$ cat src/hw/rtl/eilc_pkg.sv
// Shared types, register offsets and helper functions for the external
// interrupt latch controller. No dependencies.
package eilc_pkg;

  // Channel count limits.
  localparam int unsigned MAX_CHANNELS     = 32;
  localparam int unsigned DEFAULT_CHANNELS = 32;

  // Request kinds carried by an input beat.
  typedef enum logic [1:0] {
    REQ_PIN   = 2'd0,
    REQ_READ  = 2'd1,
    REQ_WRITE = 2'd2,
    REQ_NOP   = 2'd3
  } req_kind_t;

  // Bus register offsets.
  localparam logic [7:0] OFS_ENABLE  = 8'h00;
  localparam logic [7:0] OFS_PENDING = 8'h04;
  localparam logic [7:0] OFS_CLEAR   = 8'h08;
  localparam logic [7:0] OFS_MODE_LO = 8'h0C;
  localparam logic [7:0] OFS_MODE_HI = 8'h10;
  localparam logic [7:0] OFS_NMI_REQ = 8'h14;
  localparam logic [7:0] OFS_NMI_CLR = 8'h18;

  // Constant read values.
  localparam logic [31:0] CLEAR_RD_VAL   = 32'hffff_ffff;
  localparam logic [31:0] NMI_REQ_RD_VAL = 32'h0000_0000;
  localparam logic [31:0] NMI_CLR_RD_VAL = 32'h0000_0001;
  localparam logic [31:0] LOW_GROUP      = 32'h0000_00ff;

  // Configuration register indexes.
  localparam logic [1:0] CFG_MODE_LOW  = 2'd0;
  localparam logic [1:0] CFG_MODE_HIGH = 2'd1;
  localparam logic [1:0] CFG_ROUTE     = 2'd2;

  // Trigger modes and stored signal codes share one encoding.
  localparam logic [1:0] MODE_LOW_LEVEL  = 2'd0;
  localparam logic [1:0] MODE_HIGH_LEVEL = 2'd1;
  localparam logic [1:0] MODE_RISING     = 2'd2;
  localparam logic [1:0] MODE_FALLING    = 2'd3;

  localparam logic [31:0] ROUTE_RESET = 32'hffff_ffff;

  // One input item.
  typedef struct packed {
    logic [1:0]  req_type;
    logic [4:0]  channel;
    logic        pin_level;
    logic [7:0]  reg_offset;
    logic [31:0] write_data;
  } eilc_item_t;

  // One result item.
  typedef struct packed {
    logic [31:0] read_data;
    logic        irq_low;
    logic        irq_high;
  } eilc_result_t;

  // Two-bit trigger mode of a channel from the two mode registers.
  function automatic logic [1:0] chan_mode(input logic [31:0] mode_lo,
                                           input logic [31:0] mode_hi,
                                           input logic [4:0]  ch);
    logic [4:0] shift;
    shift = {ch[3:0], 1'b0};
    if (!ch[4]) begin
      return mode_lo[shift +: 2];
    end
    return mode_hi[shift +: 2];
  endfunction

  // True for the two level-sensitive modes.
  function automatic logic is_level_mode(input logic [1:0] mode);
    return (mode == MODE_LOW_LEVEL) || (mode == MODE_HIGH_LEVEL);
  endfunction

endpackage

$ cat src/hw/rtl/eilc_in_if.sv
// Input channel interface: valid/ready handshake plus one request beat.
// Depends on nothing.
interface eilc_in_if;
  logic        valid;
  logic        ready;
  logic [1:0]  req_type;
  logic [4:0]  channel;
  logic        pin_level;
  logic [7:0]  reg_offset;
  logic [31:0] write_data;

  modport source(output valid, req_type, channel, pin_level, reg_offset, write_data,
                 input ready);
  modport sink(input valid, req_type, channel, pin_level, reg_offset, write_data,
               output ready);
endinterface

$ cat src/hw/rtl/eilc_out_if.sv
// Result channel interface: valid/ready handshake plus one result beat.
// Depends on nothing.
interface eilc_out_if;
  logic        valid;
  logic        ready;
  logic [31:0] read_data;
  logic        irq_low;
  logic        irq_high;

  modport source(output valid, read_data, irq_low, irq_high, input ready);
  modport sink(input valid, read_data, irq_low, irq_high, output ready);
endinterface

$ cat src/hw/rtl/eilc_cfg_if.sv
// Configuration write channel interface: register index and write data.
// Depends on nothing.
interface eilc_cfg_if;
  logic        valid;
  logic        ready;
  logic [1:0]  reg_index;
  logic [31:0] data;

  modport source(output valid, reg_index, data, input ready);
  modport sink(input valid, reg_index, data, output ready);
endinterface

$ cat src/hw/rtl/eilc_in_reg.sv
// Input register stage: captures one request beat and holds it until the
// result stage can take it. Depends on eilc_pkg.
module eilc_in_reg
  import eilc_pkg::*;
(
  input  logic       clk,
  input  logic       rst_n,
  input  logic       in_valid,
  output logic       in_ready,
  input  eilc_item_t in_item,
  input  logic       advance,
  output logic       s1_valid,
  output eilc_item_t s1_item
);

  logic       valid_r;
  logic       valid_nxt;
  eilc_item_t item_r;
  logic       in_fire;

  // The stage empties when its beat advances, so it can refill in that cycle.
  assign in_ready = !valid_r || advance;
  assign in_fire  = in_valid && in_ready;

  always_comb begin
    valid_nxt = valid_r;
    if (in_fire) begin
      valid_nxt = 1'b1;
    end else if (advance) begin
      valid_nxt = 1'b0;
    end
  end

  always_ff @(posedge clk) begin
    if (!rst_n) begin
      valid_r <= 1'b0;
    end else begin
      valid_r <= valid_nxt;
    end
  end

  // Payload needs no reset.
  always_ff @(posedge clk) begin
    if (in_fire) begin
      item_r <= in_item;
    end
  end

  assign s1_valid = valid_r;
  assign s1_item  = item_r;

endmodule

$ cat src/hw/rtl/eilc_core.sv
// Controller state and per-beat logic: mode, route, enable and pending
// registers, stored pin signals, and the result of one request. Depends on eilc_pkg.
module eilc_core
  import eilc_pkg::*;
#(
  parameter int unsigned CHANNELS = DEFAULT_CHANNELS
) (
  input  logic         clk,
  input  logic         rst_n,
  input  logic         cfg_we,
  input  logic [1:0]   cfg_index,
  input  logic [31:0]  cfg_data,
  input  logic         fire,
  input  eilc_item_t   item,
  output eilc_result_t result
);

  localparam int unsigned IDX_W      = (CHANNELS > 1) ? $clog2(CHANNELS) : 1;
  localparam logic [5:0]  CHAN_LIMIT = 6'(CHANNELS);

  logic [31:0] mode_low_r;
  logic [31:0] mode_high_r;
  logic [31:0] route_r;
  logic [31:0] enable_r;
  logic [31:0] enable_nxt;
  logic [31:0] pending_r;
  logic [31:0] pending_nxt;

  // Stored pin signal per channel: valid flag plus two-bit code.
  logic       sig_valid_r [CHANNELS];
  logic [1:0] sig_code_r  [CHANNELS];

  logic             sig_we;
  logic [IDX_W-1:0] sig_idx;
  logic [1:0]       sig_code;
  logic [31:0]      again;
  logic [31:0]      read_data;
  logic [31:0]      req;
  logic [1:0]       ev_mode;
  logic             ev_ok;

  // Level-mode channels whose stored signal still matches their mode.
  for (genvar c = 0; c < MAX_CHANNELS; c++) begin : g_again
    if (c < CHANNELS) begin : g_live
      logic [1:0] mode_c;
      assign mode_c   = chan_mode(mode_low_r, mode_high_r, 5'(c));
      assign again[c] = is_level_mode(mode_c) && sig_valid_r[c] &&
                        (sig_code_r[c] == mode_c);
    end else begin : g_unused
      assign again[c] = 1'b0;
    end
  end

  assign ev_mode = chan_mode(mode_low_r, mode_high_r, item.channel);
  assign ev_ok   = ({1'b0, item.channel} < CHAN_LIMIT) && route_r[item.channel];

  // Next state and read data for the beat in the input register.
  always_comb begin
    enable_nxt  = enable_r;
    pending_nxt = pending_r;
    read_data   = '0;
    sig_we      = 1'b0;
    sig_idx     = item.channel[IDX_W-1:0];
    sig_code    = is_level_mode(ev_mode) ? {1'b0, item.pin_level} :
                  (item.pin_level ? MODE_RISING : MODE_FALLING);
    case (req_kind_t'(item.req_type))
      REQ_PIN: begin
        if (ev_ok) begin
          sig_we                    = 1'b1;
          pending_nxt[item.channel] = (sig_code == ev_mode);
        end
      end
      REQ_READ: begin
        case (item.reg_offset)
          OFS_ENABLE:  read_data = enable_r;
          OFS_PENDING: read_data = pending_r;
          OFS_CLEAR:   read_data = CLEAR_RD_VAL;
          OFS_MODE_LO: read_data = mode_low_r;
          OFS_MODE_HI: read_data = mode_high_r;
          OFS_NMI_REQ: read_data = NMI_REQ_RD_VAL;
          OFS_NMI_CLR: read_data = NMI_CLR_RD_VAL;
          default:     read_data = '0;
        endcase
      end
      REQ_WRITE: begin
        if (item.reg_offset == OFS_ENABLE) begin
          enable_nxt = item.write_data;
        end else if (item.reg_offset == OFS_CLEAR) begin
          pending_nxt = (pending_r & item.write_data) | again;
        end
      end
      default: begin
      end
    endcase
  end

  // Result reflects the state after this beat.
  assign req              = pending_nxt & enable_nxt;
  assign result.read_data = read_data;
  assign result.irq_low   = |(req & LOW_GROUP);
  assign result.irq_high  = |(req & ~LOW_GROUP);

  // Configuration registers.
  always_ff @(posedge clk) begin
    if (!rst_n) begin
      mode_low_r  <= '0;
      mode_high_r <= '0;
      route_r     <= ROUTE_RESET;
    end else if (cfg_we) begin
      case (cfg_index)
        CFG_MODE_LOW:  mode_low_r  <= cfg_data;
        CFG_MODE_HIGH: mode_high_r <= cfg_data;
        CFG_ROUTE:     route_r     <= cfg_data;
        default: begin
        end
      endcase
    end
  end

  // Enable and pending masks.
  always_ff @(posedge clk) begin
    if (!rst_n) begin
      enable_r  <= '0;
      pending_r <= '0;
    end else if (fire) begin
      enable_r  <= enable_nxt;
      pending_r <= pending_nxt;
    end
  end

  // Signal valid flags are cleared by reset; codes are plain payload.
  always_ff @(posedge clk) begin
    if (!rst_n) begin
      for (int i = 0; i < CHANNELS; i++) begin
        sig_valid_r[i] <= 1'b0;
      end
    end else if (fire && sig_we) begin
      sig_valid_r[sig_idx] <= 1'b1;
    end
  end

  always_ff @(posedge clk) begin
    if (fire && sig_we) begin
      sig_code_r[sig_idx] <= sig_code;
    end
  end

endmodule

$ cat src/hw/rtl/eilc_out_reg.sv
// Result register: holds one result beat until the sink takes it.
// Depends on eilc_pkg.
module eilc_out_reg
  import eilc_pkg::*;
(
  input  logic         clk,
  input  logic         rst_n,
  input  logic         load,
  input  eilc_result_t load_result,
  output logic         free,
  output logic         out_valid,
  input  logic         out_ready,
  output eilc_result_t out_result
);

  logic         valid_r;
  logic         valid_nxt;
  eilc_result_t result_r;

  // Free when empty or when the held beat leaves this cycle.
  assign free = !valid_r || out_ready;

  always_comb begin
    valid_nxt = valid_r;
    if (load) begin
      valid_nxt = 1'b1;
    end else if (out_ready) begin
      valid_nxt = 1'b0;
    end
  end

  always_ff @(posedge clk) begin
    if (!rst_n) begin
      valid_r <= 1'b0;
    end else begin
      valid_r <= valid_nxt;
    end
  end

  always_ff @(posedge clk) begin
    if (load) begin
      result_r <= load_result;
    end
  end

  assign out_valid  = valid_r;
  assign out_result = result_r;

endmodule

$ cat src/hw/rtl/external_interrupt_latch_controller_core.sv
// External interrupt latch controller, top level.
// A beat accepted into the input register moves into the result register when
// that register is free, and leaves when the sink is ready. Throughput: one beat
// per cycle while the sink does not stall, set by the input and result registers.
// Synchronous active-low reset clears valid flags, modes, enable and pending
// masks, and sets the route mask; stored pin signals read as unseen at once.
module external_interrupt_latch_controller_core
  import eilc_pkg::*;
#(
  parameter int unsigned CHANNELS = DEFAULT_CHANNELS
) (
  input logic    clk,
  input logic    rst_n,
  eilc_in_if.sink    in_bus,
  eilc_out_if.source out_bus,
  eilc_cfg_if.sink   cfg_bus
);

  eilc_item_t   in_item;
  eilc_item_t   s1_item;
  eilc_result_t core_result;
  eilc_result_t out_result;
  logic         s1_valid;
  logic         out_free;
  logic         fire;

  // Configuration writes are always taken.
  assign cfg_bus.ready = 1'b1;

  assign in_item.req_type   = in_bus.req_type;
  assign in_item.channel    = in_bus.channel;
  assign in_item.pin_level  = in_bus.pin_level;
  assign in_item.reg_offset = in_bus.reg_offset;
  assign in_item.write_data = in_bus.write_data;

  assign fire = s1_valid && out_free;

  eilc_in_reg u_in_reg (
    .clk      (clk),
    .rst_n    (rst_n),
    .in_valid (in_bus.valid),
    .in_ready (in_bus.ready),
    .in_item  (in_item),
    .advance  (out_free),
    .s1_valid (s1_valid),
    .s1_item  (s1_item)
  );

  eilc_core #(
    .CHANNELS (CHANNELS)
  ) u_core (
    .clk       (clk),
    .rst_n     (rst_n),
    .cfg_we    (cfg_bus.valid),
    .cfg_index (cfg_bus.reg_index),
    .cfg_data  (cfg_bus.data),
    .fire      (fire),
    .item      (s1_item),
    .result    (core_result)
  );

  eilc_out_reg u_out_reg (
    .clk         (clk),
    .rst_n       (rst_n),
    .load        (fire),
    .load_result (core_result),
    .free        (out_free),
    .out_valid   (out_bus.valid),
    .out_ready   (out_bus.ready),
    .out_result  (out_result)
  );

  assign out_bus.read_data = out_result.read_data;
  assign out_bus.irq_low   = out_result.irq_low;
  assign out_bus.irq_high  = out_result.irq_high;

endmodule

$ cat src/flat_wrapper.sv
// flat-port wrapper written by rule: the top's interface ports become plain ports
module external_interrupt_latch_controller_core_flat import eilc_pkg::*;
#(
  parameter int unsigned CHANNELS = DEFAULT_CHANNELS
)
  (clk, rst_n, in_bus_valid, in_bus_req_type, in_bus_channel, in_bus_pin_level, in_bus_reg_offset, in_bus_write_data, in_bus_ready, out_bus_valid, out_bus_read_data, out_bus_irq_low, out_bus_irq_high, out_bus_ready, cfg_bus_valid, cfg_bus_reg_index, cfg_bus_data, cfg_bus_ready);
  eilc_in_if in_bus_i ();
  eilc_out_if out_bus_i ();
  eilc_cfg_if cfg_bus_i ();
  input logic clk;
  input logic rst_n;
  input wire logic [$bits(in_bus_i.valid)-1:0] in_bus_valid;
  input wire logic [$bits(in_bus_i.req_type)-1:0] in_bus_req_type;
  input wire logic [$bits(in_bus_i.channel)-1:0] in_bus_channel;
  input wire logic [$bits(in_bus_i.pin_level)-1:0] in_bus_pin_level;
  input wire logic [$bits(in_bus_i.reg_offset)-1:0] in_bus_reg_offset;
  input wire logic [$bits(in_bus_i.write_data)-1:0] in_bus_write_data;
  output wire logic [$bits(in_bus_i.ready)-1:0] in_bus_ready;
  output wire logic [$bits(out_bus_i.valid)-1:0] out_bus_valid;
  output wire logic [$bits(out_bus_i.read_data)-1:0] out_bus_read_data;
  output wire logic [$bits(out_bus_i.irq_low)-1:0] out_bus_irq_low;
  output wire logic [$bits(out_bus_i.irq_high)-1:0] out_bus_irq_high;
  input wire logic [$bits(out_bus_i.ready)-1:0] out_bus_ready;
  input wire logic [$bits(cfg_bus_i.valid)-1:0] cfg_bus_valid;
  input wire logic [$bits(cfg_bus_i.reg_index)-1:0] cfg_bus_reg_index;
  input wire logic [$bits(cfg_bus_i.data)-1:0] cfg_bus_data;
  output wire logic [$bits(cfg_bus_i.ready)-1:0] cfg_bus_ready;
  assign in_bus_i.valid = in_bus_valid;
  assign in_bus_i.req_type = in_bus_req_type;
  assign in_bus_i.channel = in_bus_channel;
  assign in_bus_i.pin_level = in_bus_pin_level;
  assign in_bus_i.reg_offset = in_bus_reg_offset;
  assign in_bus_i.write_data = in_bus_write_data;
  assign in_bus_ready = in_bus_i.ready;
  assign out_bus_valid = out_bus_i.valid;
  assign out_bus_read_data = out_bus_i.read_data;
  assign out_bus_irq_low = out_bus_i.irq_low;
  assign out_bus_irq_high = out_bus_i.irq_high;
  assign out_bus_i.ready = out_bus_ready;
  assign cfg_bus_i.valid = cfg_bus_valid;
  assign cfg_bus_i.reg_index = cfg_bus_reg_index;
  assign cfg_bus_i.data = cfg_bus_data;
  assign cfg_bus_ready = cfg_bus_i.ready;
  external_interrupt_latch_controller_core #(.CHANNELS(CHANNELS)) u_core (.clk(clk), .rst_n(rst_n), .in_bus(in_bus_i), .out_bus(out_bus_i), .cfg_bus(cfg_bus_i));
endmodule
$ cat config.mk
export PLATFORM = sky130hd
export DESIGN_NAME = external_interrupt_latch_controller_core_flat
export DESIGN_NICKNAME = d
export VERILOG_FILES = /design/src/hw/rtl/eilc_pkg.sv /design/src/hw/rtl/eilc_in_if.sv /design/src/hw/rtl/eilc_out_if.sv /design/src/hw/rtl/eilc_cfg_if.sv /design/src/hw/rtl/eilc_in_reg.sv /design/src/hw/rtl/eilc_core.sv /design/src/hw/rtl/eilc_out_reg.sv /design/src/hw/rtl/external_interrupt_latch_controller_core.sv /design/src/flat_wrapper.sv
export SDC_FILE = /design/constraint.sdc
export NUM_CORES = 1
export LEC_CHECK = 0
export BUFFER_PORTS_ARGS = -buffer_cell sky130_fd_sc_hd__buf_2
export CAP_MARGIN = 20
export CELL_PAD_IN_SITES_DETAIL_PLACEMENT = 1
export CELL_PAD_IN_SITES_GLOBAL_PLACEMENT = 2
export CORE_MARGIN = 2
export CORE_UTILIZATION = 35
export CTS_BUF_LIST = sky130_fd_sc_hd__clkbuf_2
export CTS_CLUSTER_SIZE = 30
export DETAILED_ROUTE_END_ITERATION = 8
export PLACE_DENSITY_LB_ADDON = 0.1
export RECOVER_POWER = 100
export SETUP_SLACK_MARGIN = 0.05
export SYNTH_ARGS = -nofsm -noshare
export SYNTH_HDL_FRONTEND = slang
export SYNTH_SLANG_ARGS = --single-unit
$ cat constraint.sdc
create_clock -name clk -period 5.99 [get_ports clk]
set_input_delay 0.8985 -clock clk [delete_from_list [all_inputs] [get_ports clk]]
set_output_delay 0.8985 -clock clk [all_outputs]
set_load 0.01 [all_outputs]
==> qor.yml, run 1 <==
crit_fanout: 25
cts_tree: "yes"
worst_pin_slew_ns: 4.76
synth.top_cells.by_count: "nand2_1, dfxtp_1, edfxtp_1, clkbuf_1"
p_leak_nw: 6.90
ff2ff_setup_slack_ns: 0.89
syn-num-nets: 1756
hp-class: "in -> reg"
top_usage_layer: "met2"
ys_ff_latch: 340
cts_htree_levels: 3
grt_pass1_vias: 15000
yosysWarnings: 0
slew_violations: 236
dp_hpwl_um: 48800
syn_area_per_cell_sq_um: 9.71
yosys.area_share.xor_xnor_pct: 1.88
design_area_sq_mm: 0.0190
synth_mux_area_share_pct: 6.82
met1_usage_pct: 41.9
maxSlewHeadroom_pct: -217
clk_latency_ns: 1.19
drtIter0Drc: 1225
setup_violations: 0
synth_top_family_by_area: "compound AO/OA/AOI/OAI gates"
antenna_found_initial: 2
die_w_um: 219
critPathLaunchType: "flip-flop"
min_period_over_period_pct: 85.2
cp.arrival_ns: 5.97
rows: 78
grt_overflow: 0
crit_path_end_kind: "flip-flop"
synth_area_sq_mm: 0.0162
synthToLayoutAreaGrowth_pct: 17.6
drtAntennaViolNets: 0
worst-endpoint-required_ns: 6.85
clk_pin_slew_ns: 0.10
layout-drive-gt1-share_pct: 15.9
cts_sinks: 340
netlist.area_leader.share_pct: 27.1
synth_seq_area_share_pct: 51.0
grtUsageMet2_pct: 45.6
synth_cell_type_count: 72
synth_cells: 1669
ios: 124
cts_max_path_buffers: 3
initial_utilization_pct: 35.5
grtUsageMet3_pct: 5.14
synthArstFlopShare_pct: 0
status: "finished, violations left"
first_pass_iters: 5
grt_use_total_pct: 29.3
rsz0062_at_grt: "false"
synth_compound_area_share_pct: 20.7
finalCoreUtilization_pct: 41.8
vdd.ir_drop.worst_mv: 0.172
root_buffer: "clkbuf_2"
ys.flop_type: "dfxtp_1"
synthTopCellsByArea: "edfxtp_1, dfxtp_1, nand2_1"
synthAdderAreaFrac_pct: 0
synth-simple-area-share_pct: 16.1
path_class: "reg -> reg"
die_h_um: 219
timing.setup.tns_ns: 0
finClkSkew_ns: 0.0923
grt_max_degree: 103
viasPerCell: 5.72
drcViolationCount: 0
cts_resized: 0
instances_no_fill: 2570
violations: "max-capacitance violations, max-slew violations"
placed_cell_area_sq_mm: 0.0174
coreArea_sq_mm: 0.0456
yosysMostFrequentCell: "nand2_1"
dr_total_vias: 14700
routedWlPerCell_um: 27.1
min_period_ns: 5.10
portBuffers: 122
die_area_sq_mm: 0.0480
max_freq_mhz: 196
cts_made_buffers: 97
hold_viol_final: 0
dp_cells: 2304
nFillCells: 5244
drt-total-wl_um: 69600
place_congestion: 0.918
fin_nets: 1971
synth_edf_count: 146
grt_first_pass_wirelength_um: 102000
power.density_mw_per_mm2: 257
drv_cap: 4
synth_top_cell_by_area: "edfxtp_1"
==> per-layer routing <==
| metal | vias to the layer above | routed length [um] |
|---|---|---|
| met4 | 0 | 1320 |
| li1 | 6647 | - |
| met1 | 7467 | 32600 |
| met3 | 89 | 4190 |
| met5 | - | 0 |
| met2 | 497 | 31500 |
==> cell families (layout without fill, tap and decap cells) <==
| logic type | count (synthesis) | count (layout) |
|---|---|---|
| AOI/OAI and AO/OA | 487 | 487 |
| xor gates and xnor gates | 34 | 34 |
| buffers and inverters | 136 | 432 |
| DFF | 340 | 340 |
| muxes | 107 | 107 |
| other | 1 | 6 |
| and+or+nand+nor | 564 | 564 |
==> stage by stage <==
stage | power, W | hold WS, ns | worst slack [ns]
6_report | 0.00490 | 0.122 | 0.886
5_1_grt | 0.00514 | 0.00939 | 0.522
2_1_floorplan | 0.00287 | 0.433 | 2.65
3_5_place_dp | 0.00311 | 0.446 | 1.40
3_3_place_gp | 0.00310 | 0.440 | 1.49
4_1_cts | 0.00496 | 0.0391 | 1.34
==> placed cells by master, fill, tap and decap left out, drive strengths merged, types with 9 or more instances in the layout <==
| cell | instances |
|---|---|
| a21boi | 99 |
| a21oi | 93 |
| a221oi | 37 |
| a22oi | 16 |
| a311o | 13 |
| a31oi | 38 |
| buf | 117 |
| clkbuf | 202 |
| clkinv | 23 |
| dfxtp | 194 |
| dlygate4sd3 | 81 |
| edfxtp | 146 |
| mux2i | 98 |
| nand2 | 291 |
| nand2b | 14 |
| nand3 | 56 |
| nand3b | 13 |
| nand4 | 9 |
| nor2 | 100 |
| nor4b | 22 |
| o21a | 48 |
| o21ai | 65 |
| o22ai | 21 |
| xor2 | 28 |
==> registers in the layout (all words and copies together), names as in the netlist <==
| signal | cells |
|---|---|
| u_core.u_core.pending_r | 32 |
| u_core.u_out_reg.out_result | 34 |
| u_core.u_core.sig_code_r | 64 |
| u_core.u_in_reg.s1_valid | 1 |
| u_core.u_core.enable_r | 32 |
| u_core.u_core.mode_high_r | 32 |
| u_core.u_core.mode_low_r | 32 |
| u_core.u_in_reg.s1_item | 48 |
| u_core.u_core.sig_valid_r | 32 |
| u_core.u_core.route_r | 32 |
| u_core.u_out_reg.out_valid | 1 |
==> power breakdown <==
| group | total [W] | switching (W) | internal [W] |
|---|---|---|---|
| combinational | 0.000498 | 0.000316 | 0.000181 |
| sequential | 0.00261 | 0.000106 | 0.00250 |
| clock | 0.00180 | 0.00107 | 0.000729 |
| total | 0.00490 | 0.00149 | 0.00341 |
==> area by class of cell <==
| type | instances | area [sq um] | area share (%) |
|---|---|---|---|
| Antenna cell | 5 | 12.5 | 0.0657 |
| Timing Repair Buffer | 245 | 1670 | 8.79 |
| Tap cell | 600 | 751 | 3.94 |
| Inverter | 7 | 27.5 | 0.145 |
| Sequential cell | 340 | 8270 | 43.4 |
| Clock inverter | 25 | 140 | 0.736 |
| Clock buffer | 155 | 776 | 4.07 |
| Multi-Input combinational cell | 1193 | 7400 | 38.8 |
==> path summary, 6_finish.rpt <==
kind                                                     from                        endpoint  depth (start not counted)
worst max-delay path              u_core.u_in_reg.s1_item[45]  u_core.u_out_reg.out_result[0]                         11
worst min register to register  u_core.u_core.sig_valid_r[30]   u_core.u_core.sig_valid_r[30]                          1
worst max register to register    u_core.u_in_reg.s1_item[45]  u_core.u_out_reg.out_result[0]                         11
worst min-delay path                            out_bus_ready      u_core.u_out_reg.out_valid                          3
==> worst max-delay path, stage by stage, from the launching register on <==
cell      delay, ns
edfxtp_1       1.04
clkbuf_1       0.84
mux2_2         0.42
a221oi_1       0.30
o21a_1         0.21
a211oi_1       0.08
a211oi_4       0.33
xor2_2         0.65
buf_4          0.35
a31oi_1        0.11
nor4_1         0.35
nand3_1        0.12
==> repair_timing <==
action | CTS | global route
hold buffers | 81 | 0
hold endpoints to repair | 145 | 0
buffers inserted | 0 | 0
Power figures use the tool's default switching activity.
==> run 2: changes to the inputs <==
--- a/config.mk
+++ b/config.mk
@@ -19,4 +19,5 @@
 export SETUP_SLACK_MARGIN = 0.05
 export SYNTH_ARGS = -nofsm -noshare
 export SYNTH_HDL_FRONTEND = slang
+export SYNTH_HIERARCHICAL = 1
 export SYNTH_SLANG_ARGS = --single-unit
==> run 2 against run 1 <==
Compared with the run above:
- the flow still finishes with violations (max-capacitance violations, max-slew violations)
- global-route usage barely moved
- via count rose by 1.0%
- critical endpoint is now u_core/u_out_reg/out_result[0]
- largest power group unchanged
- maximum frequency fell by 2.4%
- die area fell by 1.0%
==> qor.yml, run 2 <==
status: "finished, violations left"  # unchanged
violations: "max-capacitance violations, max-slew violations"  # unchanged
setup_violations: 0  # unchanged
cts_setup_buffers: 0  # unchanged
slew_violations: 328  # was 236
rsz0062_at_grt: "false"  # unchanged
routedWlPerCell_um: 26.1  # was 27.1 um
initial_utilization_pct: 35.4  # was 35.5%
worst-endpoint-required_ns: 6.89  # was 6.85 ns
synthToLayoutAreaGrowth_pct: 17.4  # was 17.6%
synth.top_cells.by_count: "nand2_1, nor2_1, dfxtp_1, a21oi_1, edfxtp_1"  # was nand2_1, dfxtp_1, edfxtp_1, clkbuf_1
clk_pin_slew_ns: 0.11  # was 0.10 ns
regMostFlops: "u_core/u_core/sig_code_r"  # was u_core.u_core.sig_code_r
p_leak_nw: 6.88  # was 6.90 nW
grt_overflow: 0  # unchanged
grt_max_degree: 84  # was 103
crit_path_end_kind: "flip-flop"  # unchanged
layout-drive-gt1-share_pct: 15.3  # was 15.9%
path_buf_inv: 1  # was 2
syn_area_per_cell_sq_um: 9.14  # was 9.71 sq um
max_freq_mhz: 191  # was 196 MHz
ios: 124  # unchanged
hold_viol_final: 0  # unchanged
cts_htree_levels: 3  # unchanged
cts_made_buffers: 95  # was 97
cp.arrival_ns: 6.13  # was 5.97 ns
clk_latency_ns: 1.15  # was 1.19 ns
synthTopCellsByArea: "edfxtp_1, dfxtp_1, nand2_1"  # unchanged
mostFrequentLayoutCells: "nand2_1, nor2_1, dfxtp_1"  # was nand2_1, dfxtp_1, clkbuf_2
first_pass_iters: 7  # was 5
place_congestion: 0.900  # was 0.918
dr_total_vias: 14800  # was 14700
fin_nets: 2058  # was 1971
path_cells: "buf_4 -> mux4_2 -> nand2_1 -> o221ai_1 -> o31ai_1 -> nor2_1 -> or3_1 -> o211ai_1 -> a211oi_1 -> or4_1 -> or4_1"  # was clkbuf_1 -> mux2_2 -> a221oi_1 -> o21a_1 -> a211oi_1 -> a211oi_4 -> xor2_2 -> buf_4 -> a31oi_1 -> nor4_1 -> nand3_1
die_h_um: 218  # was 219 um
largest_register_ffs: 64  # unchanged
finClkSkew_ns: 0.0946  # was 0.0923 ns
synth_top_cell_by_area: "edfxtp_1"  # unchanged
crit_fanout: 36  # was 25
drtAntennaViolNets: 0  # unchanged
final_common_cell: "nand2_1"  # unchanged
synth_cell_type_count: 85  # was 72
hp-class: "in -> reg"  # unchanged
worst_pin_slew_ns: 3.76  # was 4.76 ns
viasPerCell: 5.61  # was 5.72
die_area_sq_mm: 0.0475  # was 0.0480 sq mm
grt_pass1_vias: 15100  # was 15000
cts_tree: "yes"  # unchanged
min_period_ns: 5.23  # was 5.10 ns
ys_ff_latch: 340  # unchanged
grt_first_pass_wirelength_um: 102000  # about the same
synthArstFlopShare_pct: 0  # unchanged
drcViolationCount: 0  # unchanged
drt-total-wl_um: 69200  # was 69600 um
coreArea_sq_mm: 0.0453  # was 0.0456 sq mm
ys.flop_type: "dfxtp_1"  # unchanged
drv_cap: 8  # was 4
antenna_found_initial: 3  # was 2
timing.setup.tns_ns: 0  # unchanged
crit_family: "simple AND/OR/NAND/NOR gates"  # was buffers and inverters
nFillCells: 5366  # was 5244
cts_max_path_buffers: 3  # unchanged
maxSlewHeadroom_pct: -151  # was -217%
synth_area_sq_mm: 0.0160  # was 0.0162 sq mm
cts_sinks: 340  # unchanged
root_buffer: "clkbuf_2"  # unchanged
path_class: "reg -> reg"  # unchanged
p_total_w: 0.00487  # was 0.00490 W
slowest_stage: "o31ai_1"  # was edfxtp_1
portBuffers: 122  # unchanged
synth_seq_area_share_pct: 51.6  # was 51.0%
yosysWarnings: 6  # was 0
die_w_um: 218  # was 219 um
synth_cells: 1754  # was 1669
netlist.area_leader.share_pct: 27.3  # was 27.1%
max_stage_delay_ns: 1.33  # was 1.04 ns
grt_use_total_pct: 29.2  # was 29.3%
syn-num-nets: 1841  # was 1756
vdd.ir_drop.worst_mv: 0.149  # was 0.172 mV
rows: 78  # unchanged
critPathLaunchType: "flip-flop"  # unchanged
cp_common_cell: "or4_1"
power.density_mw_per_mm2: 259  # was 257 mW/mm^2
drtIter0Drc: 1260  # was 1225
dp_hpwl_um: 47600  # was 48800 um
min_period_over_period_pct: 87.3  # was 85.2%
yosysMostFrequentCell: "nand2_1"  # unchanged
synth_edf_count: 146  # unchanged
cts_resized: 0  # unchanged
[run 2: report_power, final]
part           total, W  switching, W  internal, W
Combinational  0.000501      0.000334     0.000166
Clock           0.00179       0.00106     0.000730
Sequential      0.00258     0.0000851      0.00250
Total           0.00487       0.00148      0.00339
[run 2: final cells by class]
| class | count | area, sq um | area share (%) |
|---|---|---|---|
| clock buffers | 146 | 731 | 3.88 |
| well taps | 600 | 751 | 3.99 |
| flip-flops and latches | 340 | 8270 | 43.9 |
| multi-input cells | 1276 | 7190 | 38.2 |
| diodes | 3 | 7.51 | 0.0399 |
| clock inverters | 26 | 160 | 0.851 |
| inverters | 16 | 61.3 | 0.326 |
| repair buffers | 242 | 1660 | 8.83 |
[run 2: path summary, 6_finish.rpt]
| check | from | to | slack, ns | depth (start not counted) |
|---|---|---|---|---|
| max | u_core/u_in_reg/s1_item[45] | u_core/u_out_reg/out_result[0] | 0.76 | 11 |
| min | cfg_bus_data[26] | u_core/u_core/mode_low_r[26] | 0.11 | 3 |
| max reg2reg | u_core/u_in_reg/s1_item[45] | u_core/u_out_reg/out_result[0] | 0.76 | 11 |
| min reg2reg | u_core/u_core/sig_valid_r[15] | u_core/u_core/sig_valid_r[15] | 0.48 | 2 |
[run 2: repair_timing]
item | CTS | global route
hold buffers | 76 | 0
hold endpoints to repair | 125 | 0
endpoints found under the setup margin | 0 | 0
[run 2: worst reg2reg max path, cell delays in order, from the launching register on]
cell and delay [ns]:
edfxtp_1 0.73, buf_4 0.54, mux4_2 0.41, nand2_1 0.11, o221ai_1 0.16, o31ai_1 1.33
nor2_1 0.25, or3_1 0.38, o211ai_1 0.11, a211oi_1 0.08, or4_1 0.55, or4_1 0.40
[run 2: layer usage]
metal	share of wire, %	GRT usage, %	up-vias
met4	3.0	9.75	2
met1	43	38.1	7457
met2	48	48.6	494
li1	-	-	6784
met3	5.6	5.55	112
met5	0.019	0	-
[run 2: kinds of logic (layout without fill, tap and decap cells)]
| logic type | Yosys count | count (layout) | share of synthesized area (%) |
|---|---|---|---|
| mux | 92 | 92 | 6.09 |
| other cells | 1 | 4 | 0.0234 |
| xor+xnor | 33 | 33 | 1.85 |
| buf+inv | 138 | 430 | 3.48 |
| simple gates | 737 | 737 | 20.8 |
| compound gates | 413 | 413 | 16.2 |
| flops | 340 | 340 | 51.6 |
[run 2: stage by stage]
stage / instances / utilization (%) / setup slack, ns / area [sq um] / hold slack (ns)
floorplan: 1754 / - / 2.05 / 16000 / 0.432
finish: 2649 / 41.6 / 0.762 / 18800 / 0.105
global placement: 2393 / 38.1 / 1.42 / 17200 / 0.442
detailed placement: 2396 / 38.1 / 1.25 / 17200 / 0.457
CTS: 2644 / 41.7 / 1.27 / 18900 / 0.0184
global route: 2649 / 41.6 / 0.545 / 18800 / 0.00127
